`src/hdl/imt_pkg.sv`:
```
// Shared types, character codes and style masks for the inline markup tokenizer.
// No dependencies; the design files and the testbench refer to names here by imt_pkg:: scope.
`timescale 1ns / 1ps
`default_nettype none
package imt_pkg;

  localparam int MaxResults = 3;

  // Character codes
  localparam logic [7:0] CH_NL    = 8'h0A;
  localparam logic [7:0] CH_STAR  = 8'h2A;
  localparam logic [7:0] CH_UNDER = 8'h5F;
  localparam logic [7:0] CH_TILDE = 8'h7E;
  localparam logic [7:0] CH_CARET = 8'h5E;
  localparam logic [7:0] CH_SPACE = 8'h20;

  // Style flag masks: bit 0 bold .. bit 6 superscript
  localparam logic [6:0] FLAG_BOLD = 7'h01;
  localparam logic [6:0] FLAG_EMPH = 7'h02;
  localparam logic [6:0] FLAG_ITAL = 7'h04;
  localparam logic [6:0] FLAG_UNDL = 7'h08;
  localparam logic [6:0] FLAG_SUB  = 7'h10;
  localparam logic [6:0] FLAG_STRK = 7'h20;
  localparam logic [6:0] FLAG_SUP  = 7'h40;

  typedef enum logic [2:0] {
    PEND_NONE  = 3'd0,
    PEND_NL    = 3'd1,
    PEND_STAR  = 3'd2,
    PEND_UNDER = 3'd3,
    PEND_TILDE = 3'd4
  } imt_pend_t;

  typedef enum logic [1:0] {
    KIND_TEXT = 2'd0,
    KIND_PARA = 2'd1,
    KIND_END  = 2'd2
  } imt_kind_t;

  typedef struct packed {
    imt_pend_t  pending;
    logic [6:0] flags;
    logic       new_segment;
  } imt_state_t;

  typedef struct packed {
    imt_kind_t  kind;
    logic [7:0] char_code;
    logic       segment_start;
    logic [6:0] flags;
  } imt_result_t;

  typedef imt_result_t [MaxResults-1:0] imt_res_vec_t;

  // Byte that completes a double marker; codes with no partner never match.
  function automatic logic [8:0] pend_char(input imt_pend_t p);
    unique case (p)
      PEND_NL:    pend_char = {1'b0, CH_NL};
      PEND_STAR:  pend_char = {1'b0, CH_STAR};
      PEND_UNDER: pend_char = {1'b0, CH_UNDER};
      PEND_TILDE: pend_char = {1'b0, CH_TILDE};
      default:    pend_char = 9'h100;
    endcase
  endfunction

endpackage
`default_nettype wire

```
`src/hdl/imt_if.sv`:
```
// Valid/ready channel interfaces for the tokenizer input bytes and result beats.
// Depends on nothing; payload widths follow the field list.
`timescale 1ns / 1ps
`default_nettype none
interface imt_in_if;
  logic       valid;
  logic       ready;
  logic [7:0] byte_in;
  logic       last_byte;

  modport source (output valid, output byte_in, output last_byte, input ready);
  modport sink   (input valid, input byte_in, input last_byte, output ready);
endinterface

interface imt_out_if;
  logic       valid;
  logic       ready;
  logic [1:0] kind;
  logic [7:0] char_code;
  logic       segment_start;
  logic       bold;
  logic       emphatic;
  logic       italic;
  logic       underlined;
  logic       subscript;
  logic       struck;
  logic       superscript;
  logic       run_end;

  modport source (output valid, output kind, output char_code, output segment_start,
                  output bold, output emphatic, output italic, output underlined,
                  output subscript, output struck, output superscript, output run_end,
                  input ready);
  modport sink   (input valid, input kind, input char_code, input segment_start,
                  input bold, input emphatic, input italic, input underlined,
                  input subscript, input struck, input superscript, input run_end,
                  output ready);
endinterface
`default_nettype wire

```
`src/hdl/inline_markup_tokenizer.sv`:
```
// First result beat of a byte is valid the cycle after the byte is taken.
// Throughput: one byte per cycle while bytes give at most one beat and out_ch is
// ready; the single result port holds the input until a byte's beats drain.
// Reset (rst, synchronous): no marker pending, all style flags clear, next text
// character starts a segment, result buffer empty.
`timescale 1ns / 1ps
`default_nettype none
module inline_markup_tokenizer (
  input  var logic    clk,
  input  var logic    rst,
  imt_in_if.sink      in_ch,
  imt_out_if.source   out_ch
);

  // Tokenizer state carried from byte to byte
  imt_pkg::imt_state_t   state;
  imt_pkg::imt_state_t   state_next;

  // Result buffer: beats of the last accepted byte, head at index 0
  imt_pkg::imt_res_vec_t batch;
  logic [1:0]            left;

  imt_pkg::imt_res_vec_t step_res;
  logic [1:0]            step_cnt;

  logic in_acc;
  logic out_acc;

  imt_step u_step (
    .state      (state),
    .byte_in    (in_ch.byte_in),
    .last_byte  (in_ch.last_byte),
    .state_next (state_next),
    .results    (step_res),
    .count      (step_cnt)
  );

  // Take a new byte when the buffer is empty or drains its final beat now.
  assign in_ch.ready = (left == 2'd0) || ((left == 2'd1) && out_ch.ready);
  assign in_acc      = in_ch.valid && in_ch.ready;
  assign out_acc     = out_ch.valid && out_ch.ready;

  always_ff @(posedge clk) begin
    if (rst) begin
      state <= '{imt_pkg::PEND_NONE, 7'h00, 1'b1};
      left  <= 2'd0;
    end else begin
      if (in_acc) begin
        state <= state_next;
        left  <= step_cnt;
      end else if (out_acc) begin
        left  <= left - 2'd1;
      end
    end
  end

  // Payload: load on a new byte, otherwise shift up one beat per handshake
  always_ff @(posedge clk) begin
    if (in_acc) begin
      batch <= step_res;
    end else if (out_acc) begin
      batch[0] <= batch[1];
      batch[1] <= batch[2];
    end
  end

  assign out_ch.valid         = (left != 2'd0);
  assign out_ch.kind          = batch[0].kind;
  assign out_ch.char_code     = batch[0].char_code;
  assign out_ch.segment_start = batch[0].segment_start;
  assign out_ch.bold          = batch[0].flags[0];
  assign out_ch.emphatic      = batch[0].flags[1];
  assign out_ch.italic        = batch[0].flags[2];
  assign out_ch.underlined    = batch[0].flags[3];
  assign out_ch.subscript     = batch[0].flags[4];
  assign out_ch.struck        = batch[0].flags[5];
  assign out_ch.superscript   = batch[0].flags[6];
  // Last beat of the byte closes the run
  assign out_ch.run_end       = (left == 2'd1);

  // A last byte always restores the start-of-text state
  a_last_resets: assert property (@(posedge clk) disable iff (rst)
    in_acc && in_ch.last_byte |=> state.pending == imt_pkg::PEND_NONE
      && state.flags == 7'h00 && state.new_segment)
    else $error("state not restored after last byte");

  // A last byte always leaves at least its end beat to deliver
  a_last_has_beats: assert property (@(posedge clk) disable iff (rst)
    in_acc && in_ch.last_byte |=> out_ch.valid)
    else $error("no result after last byte");

  // Input stays closed while more than one beat is queued
  a_hold_input: assert property (@(posedge clk) disable iff (rst)
    left > 2'd1 |-> !in_ch.ready)
    else $error("input open with beats queued");

  // End of text is always the final beat of its byte
  a_end_closes: assert property (@(posedge clk) disable iff (rst)
    out_ch.valid && out_ch.kind == imt_pkg::KIND_END |-> out_ch.run_end)
    else $error("end beat not last of run");

endmodule
`default_nettype wire

```
`src/hdl/imt_step.sv`:
```
// Per-byte tokenizer logic: resolves the pending marker, handles the new byte,
// closes the text on the last byte. Pure combinational; uses imt_pkg.
`timescale 1ns / 1ps
`default_nettype none
module imt_step (
  input  var imt_pkg::imt_state_t   state,
  input  var logic [7:0]            byte_in,
  input  var logic                  last_byte,
  output var imt_pkg::imt_state_t   state_next,
  output var imt_pkg::imt_res_vec_t results,
  output var logic [1:0]            count
);

  imt_pkg::imt_pend_t pm;
  logic [6:0]         fl;
  logic               sg;
  logic [1:0]         cnt;
  logic               consumed;
  imt_pkg::imt_res_vec_t res;

  always_comb begin
    pm       = state.pending;
    fl       = state.flags;
    sg       = state.new_segment;
    cnt      = 2'd0;
    consumed = 1'b0;
    res      = '0;

    // Pending marker against the new byte
    if (pm != imt_pkg::PEND_NONE) begin
      if ({1'b0, byte_in} == imt_pkg::pend_char(pm)) begin
        consumed = 1'b1;
        unique case (pm)
          imt_pkg::PEND_NL: begin
            res[cnt] = '{imt_pkg::KIND_PARA, 8'h00, 1'b0, fl};
            cnt      = cnt + 2'd1;
            sg       = 1'b1;
          end
          imt_pkg::PEND_STAR: begin
            fl = fl ^ imt_pkg::FLAG_EMPH;
            sg = 1'b1;
          end
          imt_pkg::PEND_UNDER: begin
            fl = fl ^ imt_pkg::FLAG_UNDL;
            sg = 1'b1;
          end
          imt_pkg::PEND_TILDE: begin
            fl = fl ^ imt_pkg::FLAG_STRK;
            sg = 1'b1;
          end
          default: ;
        endcase
      end else begin
        unique case (pm)
          imt_pkg::PEND_NL: begin
            res[cnt] = '{imt_pkg::KIND_TEXT, imt_pkg::CH_SPACE, sg, fl};
            cnt      = cnt + 2'd1;
            sg       = 1'b0;
          end
          imt_pkg::PEND_STAR: begin
            fl = fl ^ imt_pkg::FLAG_BOLD;
            sg = 1'b1;
          end
          imt_pkg::PEND_UNDER: begin
            fl = fl ^ imt_pkg::FLAG_ITAL;
            sg = 1'b1;
          end
          imt_pkg::PEND_TILDE: begin
            fl = fl ^ imt_pkg::FLAG_SUB;
            sg = 1'b1;
          end
          default: ;
        endcase
      end
    end
    pm = imt_pkg::PEND_NONE;

    // The byte itself
    if (!consumed) begin
      case (byte_in)
        imt_pkg::CH_NL:    pm = imt_pkg::PEND_NL;
        imt_pkg::CH_STAR:  pm = imt_pkg::PEND_STAR;
        imt_pkg::CH_UNDER: pm = imt_pkg::PEND_UNDER;
        imt_pkg::CH_TILDE: pm = imt_pkg::PEND_TILDE;
        imt_pkg::CH_CARET: begin
          fl = fl ^ imt_pkg::FLAG_SUP;
          sg = 1'b1;
        end
        default: begin
          res[cnt] = '{imt_pkg::KIND_TEXT, byte_in, sg, fl};
          cnt      = cnt + 2'd1;
          sg       = 1'b0;
        end
      endcase
    end

    // End of text: single-resolve what is left, then the end beat
    if (last_byte) begin
      unique case (pm)
        imt_pkg::PEND_NL: begin
          res[cnt] = '{imt_pkg::KIND_TEXT, imt_pkg::CH_SPACE, sg, fl};
          cnt      = cnt + 2'd1;
        end
        imt_pkg::PEND_STAR:  fl = fl ^ imt_pkg::FLAG_BOLD;
        imt_pkg::PEND_UNDER: fl = fl ^ imt_pkg::FLAG_ITAL;
        imt_pkg::PEND_TILDE: fl = fl ^ imt_pkg::FLAG_SUB;
        default: ;
      endcase
      res[cnt] = '{imt_pkg::KIND_END, 8'h00, 1'b0, fl};
      cnt      = cnt + 2'd1;
      pm       = imt_pkg::PEND_NONE;
      fl       = 7'h00;
      sg       = 1'b1;
    end

    state_next = '{pm, fl, sg};
    results    = res;
    count      = cnt;
  end

endmodule
`default_nettype wire

```
`src/flat_wrapper.sv`:
```
// flat-port wrapper written by rule: the top's interface ports become plain ports
module inline_markup_tokenizer_flat 
  (clk, rst, in_ch_valid, in_ch_byte_in, in_ch_last_byte, in_ch_ready, out_ch_valid, out_ch_kind, out_ch_char_code, out_ch_segment_start, out_ch_bold, out_ch_emphatic, out_ch_italic, out_ch_underlined, out_ch_subscript, out_ch_struck, out_ch_superscript, out_ch_run_end, out_ch_ready);
  imt_in_if in_ch_i ();
  imt_out_if out_ch_i ();
  input  var logic clk;
  input  var logic rst;
  input wire logic [$bits(in_ch_i.valid)-1:0] in_ch_valid;
  input wire logic [$bits(in_ch_i.byte_in)-1:0] in_ch_byte_in;
  input wire logic [$bits(in_ch_i.last_byte)-1:0] in_ch_last_byte;
  output wire logic [$bits(in_ch_i.ready)-1:0] in_ch_ready;
  output wire logic [$bits(out_ch_i.valid)-1:0] out_ch_valid;
  output wire logic [$bits(out_ch_i.kind)-1:0] out_ch_kind;
  output wire logic [$bits(out_ch_i.char_code)-1:0] out_ch_char_code;
  output wire logic [$bits(out_ch_i.segment_start)-1:0] out_ch_segment_start;
  output wire logic [$bits(out_ch_i.bold)-1:0] out_ch_bold;
  output wire logic [$bits(out_ch_i.emphatic)-1:0] out_ch_emphatic;
  output wire logic [$bits(out_ch_i.italic)-1:0] out_ch_italic;
  output wire logic [$bits(out_ch_i.underlined)-1:0] out_ch_underlined;
  output wire logic [$bits(out_ch_i.subscript)-1:0] out_ch_subscript;
  output wire logic [$bits(out_ch_i.struck)-1:0] out_ch_struck;
  output wire logic [$bits(out_ch_i.superscript)-1:0] out_ch_superscript;
  output wire logic [$bits(out_ch_i.run_end)-1:0] out_ch_run_end;
  input wire logic [$bits(out_ch_i.ready)-1:0] out_ch_ready;
  assign in_ch_i.valid = in_ch_valid;
  assign in_ch_i.byte_in = in_ch_byte_in;
  assign in_ch_i.last_byte = in_ch_last_byte;
  assign in_ch_ready = in_ch_i.ready;
  assign out_ch_valid = out_ch_i.valid;
  assign out_ch_kind = out_ch_i.kind;
  assign out_ch_char_code = out_ch_i.char_code;
  assign out_ch_segment_start = out_ch_i.segment_start;
  assign out_ch_bold = out_ch_i.bold;
  assign out_ch_emphatic = out_ch_i.emphatic;
  assign out_ch_italic = out_ch_i.italic;
  assign out_ch_underlined = out_ch_i.underlined;
  assign out_ch_subscript = out_ch_i.subscript;
  assign out_ch_struck = out_ch_i.struck;
  assign out_ch_superscript = out_ch_i.superscript;
  assign out_ch_run_end = out_ch_i.run_end;
  assign out_ch_i.ready = out_ch_ready;
  inline_markup_tokenizer u_core (.clk(clk), .rst(rst), .in_ch(in_ch_i), .out_ch(out_ch_i));
endmodule
```
`config.mk`:
```
export PLATFORM = sky130hd
export DESIGN_NAME = inline_markup_tokenizer_flat
export DESIGN_NICKNAME = d
export VERILOG_FILES = /design/src/hdl/imt_pkg.sv /design/src/hdl/imt_if.sv /design/src/hdl/inline_markup_tokenizer.sv /design/src/hdl/imt_step.sv /design/src/flat_wrapper.sv
export SDC_FILE = /design/constraint.sdc
export NUM_CORES = 1
export LEC_CHECK = 0
export BUFFER_PORTS_ARGS = -buffer_cell sky130_fd_sc_hd__buf_2
export CAP_MARGIN = 20
export CORE_MARGIN = 2
export CORE_UTILIZATION = 30
export DETAILED_ROUTE_END_ITERATION = 12
export PLACE_DENSITY = 0.48
export SYNTH_ARGS = -nofsm -noshare
export SYNTH_HDL_FRONTEND = slang
export SYNTH_SLANG_ARGS = --single-unit
```
`constraint.sdc`:
```
create_clock -name clk -period 4.8 [get_ports clk]
set_input_delay 0.96 -clock clk [delete_from_list [all_inputs] [get_ports clk]]
set_output_delay 0.96 -clock clk [all_outputs]
set_load 0.1 [all_outputs]
```
==> metrics <==
outcome=completed; die width=116 um; Worst EP required=4.88 ns; Reg-to-Reg End=u_core.out_ch.struck; IO Count=34; Critical Path Source Type=primary input; core footprint=12100 um2; # clock sinks=58; Port Buf Inserts=33; worst-skew pair later-pin latency=0.34 ns; ant diodes=0; total power=0.00180 W; initial antenna violation count=0; gpl congestion=0.881; Leak=1.64 nW; clk buf depth=2; Post-route DRC=0; critical path type=in -> reg; area added between synthesis and finish=14.2%; #FFs+latches synth=58; H-tree Lvls=3; RSZ-0062 raised after global routing=false; r2r setup slk=0.46 ns; GRT overflow=0; largest net degree at the start of global routing=50; layer with the highest usage=met2; met2 Use GR=0.254; post-CTS sizing=0; Distinct cells, synth=65; critical path startpoint=in_ch_byte_in[4]; total CTS buffers=9; row count=40; R2R Path Start=u_core.state[8]; Post-Syn Area=3760 um2; DR vias/cell=5.28; Worst Skew=0.00903 ns; Hold Buf Count CTS=0; final hold viol count=0; Top FF cell, synth=edfxtp_1; reg2reg path depth=14; final worst path period share=0.915; # Max-Cap Violations=0; Hold Path Class=reg -> reg; cell count after synthesis=411; CP endpoint=u_core.out_ch.struck; Worst-Margin Slew=0.919 ns; Max Fclk=228 MHz; clk root buf=clkbuf_16; P per Cell Area=420 nW/um2; Nets=452; wire length per cell=17.6 um; crit end category=flop; Routed WL=10600 um; fraction of layout cells with a size suffix above 1=0.166; die area=13500 um2; M1 GR Usage=0.238; Post-DRT Antenna Nets=0; post-DP HPWL=7440 um; final number of setup-violating endpoints=0; first-pass GRT wire length=17200 um; drt pass-1 iters=5; crit path DAT=4.47 ns; maximum vdd drop=230 uV; gr usage total=0.170; setup bufs post-CTS=0; TritonCTS clock tree=done; Clock Pin Slew Worst Setup and Hold Paths=0.05 ns; total number of vias=3186; mean post-synth cell area=9.16 um2; ys async rst share=0; hold_sp=u_core.state[6]; Max-slew headroom=0.387; fillers=1292; Syn. warnings=0; post-synthesis net count=433; Post-synth EDFFs=45; initial DRC count=214; Seq/Total Area, Yosys=0.428; Initial Utilization=0.311; crit path time final=4.39 ns; Crit Path Max Fanout=9; vias in the first global route=3108; met3 Usage GRT=0.0397; max-slew violations=0; final setup TNS=0 ns; Die Y=116 um
-- critical path, cell delays in order --
cell and delay, ns:
buf_2 0.14, nor4_1 0.40, a21o_1 0.21, nand2_1 0.10, ha_1 0.32, inv_1 0.06, a41oi_1 0.18, a31oi_1 0.06
o211a_1 0.20, ha_1 0.32, mux2i_1 0.06, or2_2 0.32, ha_1 0.24, and2_1 0.25, nor2_1 0.17, o21ai_0 0.18
a31oi_1 0.21, o21ai_0 0.10
-- kinds of logic after synthesis --
family | count (synthesis) | share of synthesized area
compound gates | 118 | 0.211
mux | 3 | 0.00831
buf+inv | 52 | 0.0658
fa+ha+maj | 9 | 0.0299
flops | 58 | 0.428
xor+xnor | 17 | 0.0396
simple gates | 154 | 0.217
-- layer usage --
metal / share of wire / vias up / routed length (um)
met5: 0 / - / 0
met4: 0.023 / 0 / 240
met3: 0.047 / 18 / 502
met2: 0.45 / 91 / 4800
met1: 0.48 / 1536 / 5050
li1: - / 1541 / -
-- metrics by stage --
stage                     cell area (um2)  hold slack (ns)  std cells  setup WS, ns  utilization
after global routing                 4300            0.503        603        0.0896        0.355
after CTS                            4300            0.475        603         0.425        0.355
after floorplan                      3760            0.450        411         0.552            -
after global placement               4030            0.460        587         0.216        0.333
final                                4300            0.478        603         0.409        0.355
after detailed placement             4030            0.467        587        0.0973        0.333
-- cell type report --
| class | count | area (um2) | share of cell area |
|---|---|---|---|
| multi-input cells | 301 | 1900 | 0.443 |
| flip-flops and latches | 58 | 1610 | 0.375 |
| repair buffers | 44 | 248 | 0.0577 |
| clock buffers | 10 | 229 | 0.0533 |
| well taps | 168 | 210 | 0.0489 |
| inverters | 16 | 60.1 | 0.0140 |
| clock inverters | 6 | 33.8 | 0.00786 |
-- where the power goes --
part           total, W  internal, W  switching [W]
combinational  0.000557    0.0000969       0.000460
sequential     0.000662     0.000643      0.0000190
clock          0.000583     0.000344       0.000239
total           0.00180      0.00108       0.000718
-- cells in the mapped netlist, types with 4 or more instances --
| library cell | instances | area share |
|---|---|---|
| edfxtp_1 | 45 | 0.36 |
| nand2_1 | 44 | 0.044 |
| o21ai_0 | 30 | 0.040 |
| nor2_1 | 27 | 0.027 |
| a21oi_1 | 26 | 0.035 |
| clkbuf_1 | 16 | 0.016 |
| inv_1 | 15 | 0.015 |
| and2_1 | 13 | 0.022 |
| dfxtp_1 | 13 | 0.069 |
| buf_4 | 12 | 0.024 |
| nor3_1 | 12 | 0.016 |
| xnor2_1 | 11 | 0.026 |
| ha_1 | 9 | 0.030 |
| nand2b_1 | 9 | 0.015 |
| a22o_1 | 8 | 0.019 |
| nand3_1 | 8 | 0.011 |
| a22oi_1 | 6 | 0.012 |
| buf_2 | 6 | 0.0080 |
| nor2b_1 | 6 | 0.010 |
| nor4_1 | 6 | 0.010 |
| or2_2 | 6 | 0.010 |
| xor2_1 | 6 | 0.014 |
| a21o_1 | 5 | 0.010 |
| a31oi_1 | 4 | 0.0066 |
| a32oi_1 | 4 | 0.0093 |
| o211ai_1 | 4 | 0.0080 |
-- cell usage in the layout, fill, tap and decap left out, types with 6 or more instances in the layout --
master / netlist / routed
a21oi_1: 26 / 26
a22o_1: 8 / 8
a22oi_1: 6 / 6
and2_1: 13 / 13
buf_2: 6 / 33
buf_4: 12 / 11
clkbuf_16: 0 / 9
dfxtp_1: 13 / 13
edfxtp_1: 45 / 45
ha_1: 9 / 9
inv_1: 15 / 15
nand2_1: 44 / 44
nand2b_1: 9 / 9
nand3_1: 8 / 8
nor2_1: 27 / 27
nor2b_1: 6 / 6
nor3_1: 12 / 12
nor4_1: 6 / 6
o21ai_0: 30 / 30
or2_2: 6 / 6
xnor2_1: 11 / 11
xor2_1: 6 / 6
-- worst min path at each step --
| stage | endpoint | cells after the start | slack (ns) |
|---|---|---|---|
| floorplan | u_core.state[6] | 2 | 0.45 |
| global placement | u_core.state[6] | 2 | 0.46 |
| detailed placement | u_core.state[6] | 2 | 0.47 |
| CTS | u_core.state[6] | 2 | 0.47 |
| global route | u_core.state[6] | 2 | 0.50 |
| finish | u_core.state[6] | 2 | 0.48 |
-- flip-flops by register name, indices dropped and copies added (netlist names) --
register                     flops
u_core.batch                    27
u_core.state                    11
u_core.out_ch.char_code          8
u_core.left                      2
u_core.out_ch.kind               2
u_core.out_ch.bold               1
u_core.out_ch.emphatic           1
u_core.out_ch.italic             1
u_core.out_ch.segment_start      1
u_core.out_ch.struck             1
u_core.out_ch.subscript          1
u_core.out_ch.superscript        1
u_core.out_ch.underlined         1
No activity file was read; power rests on OpenSTA's default activity.
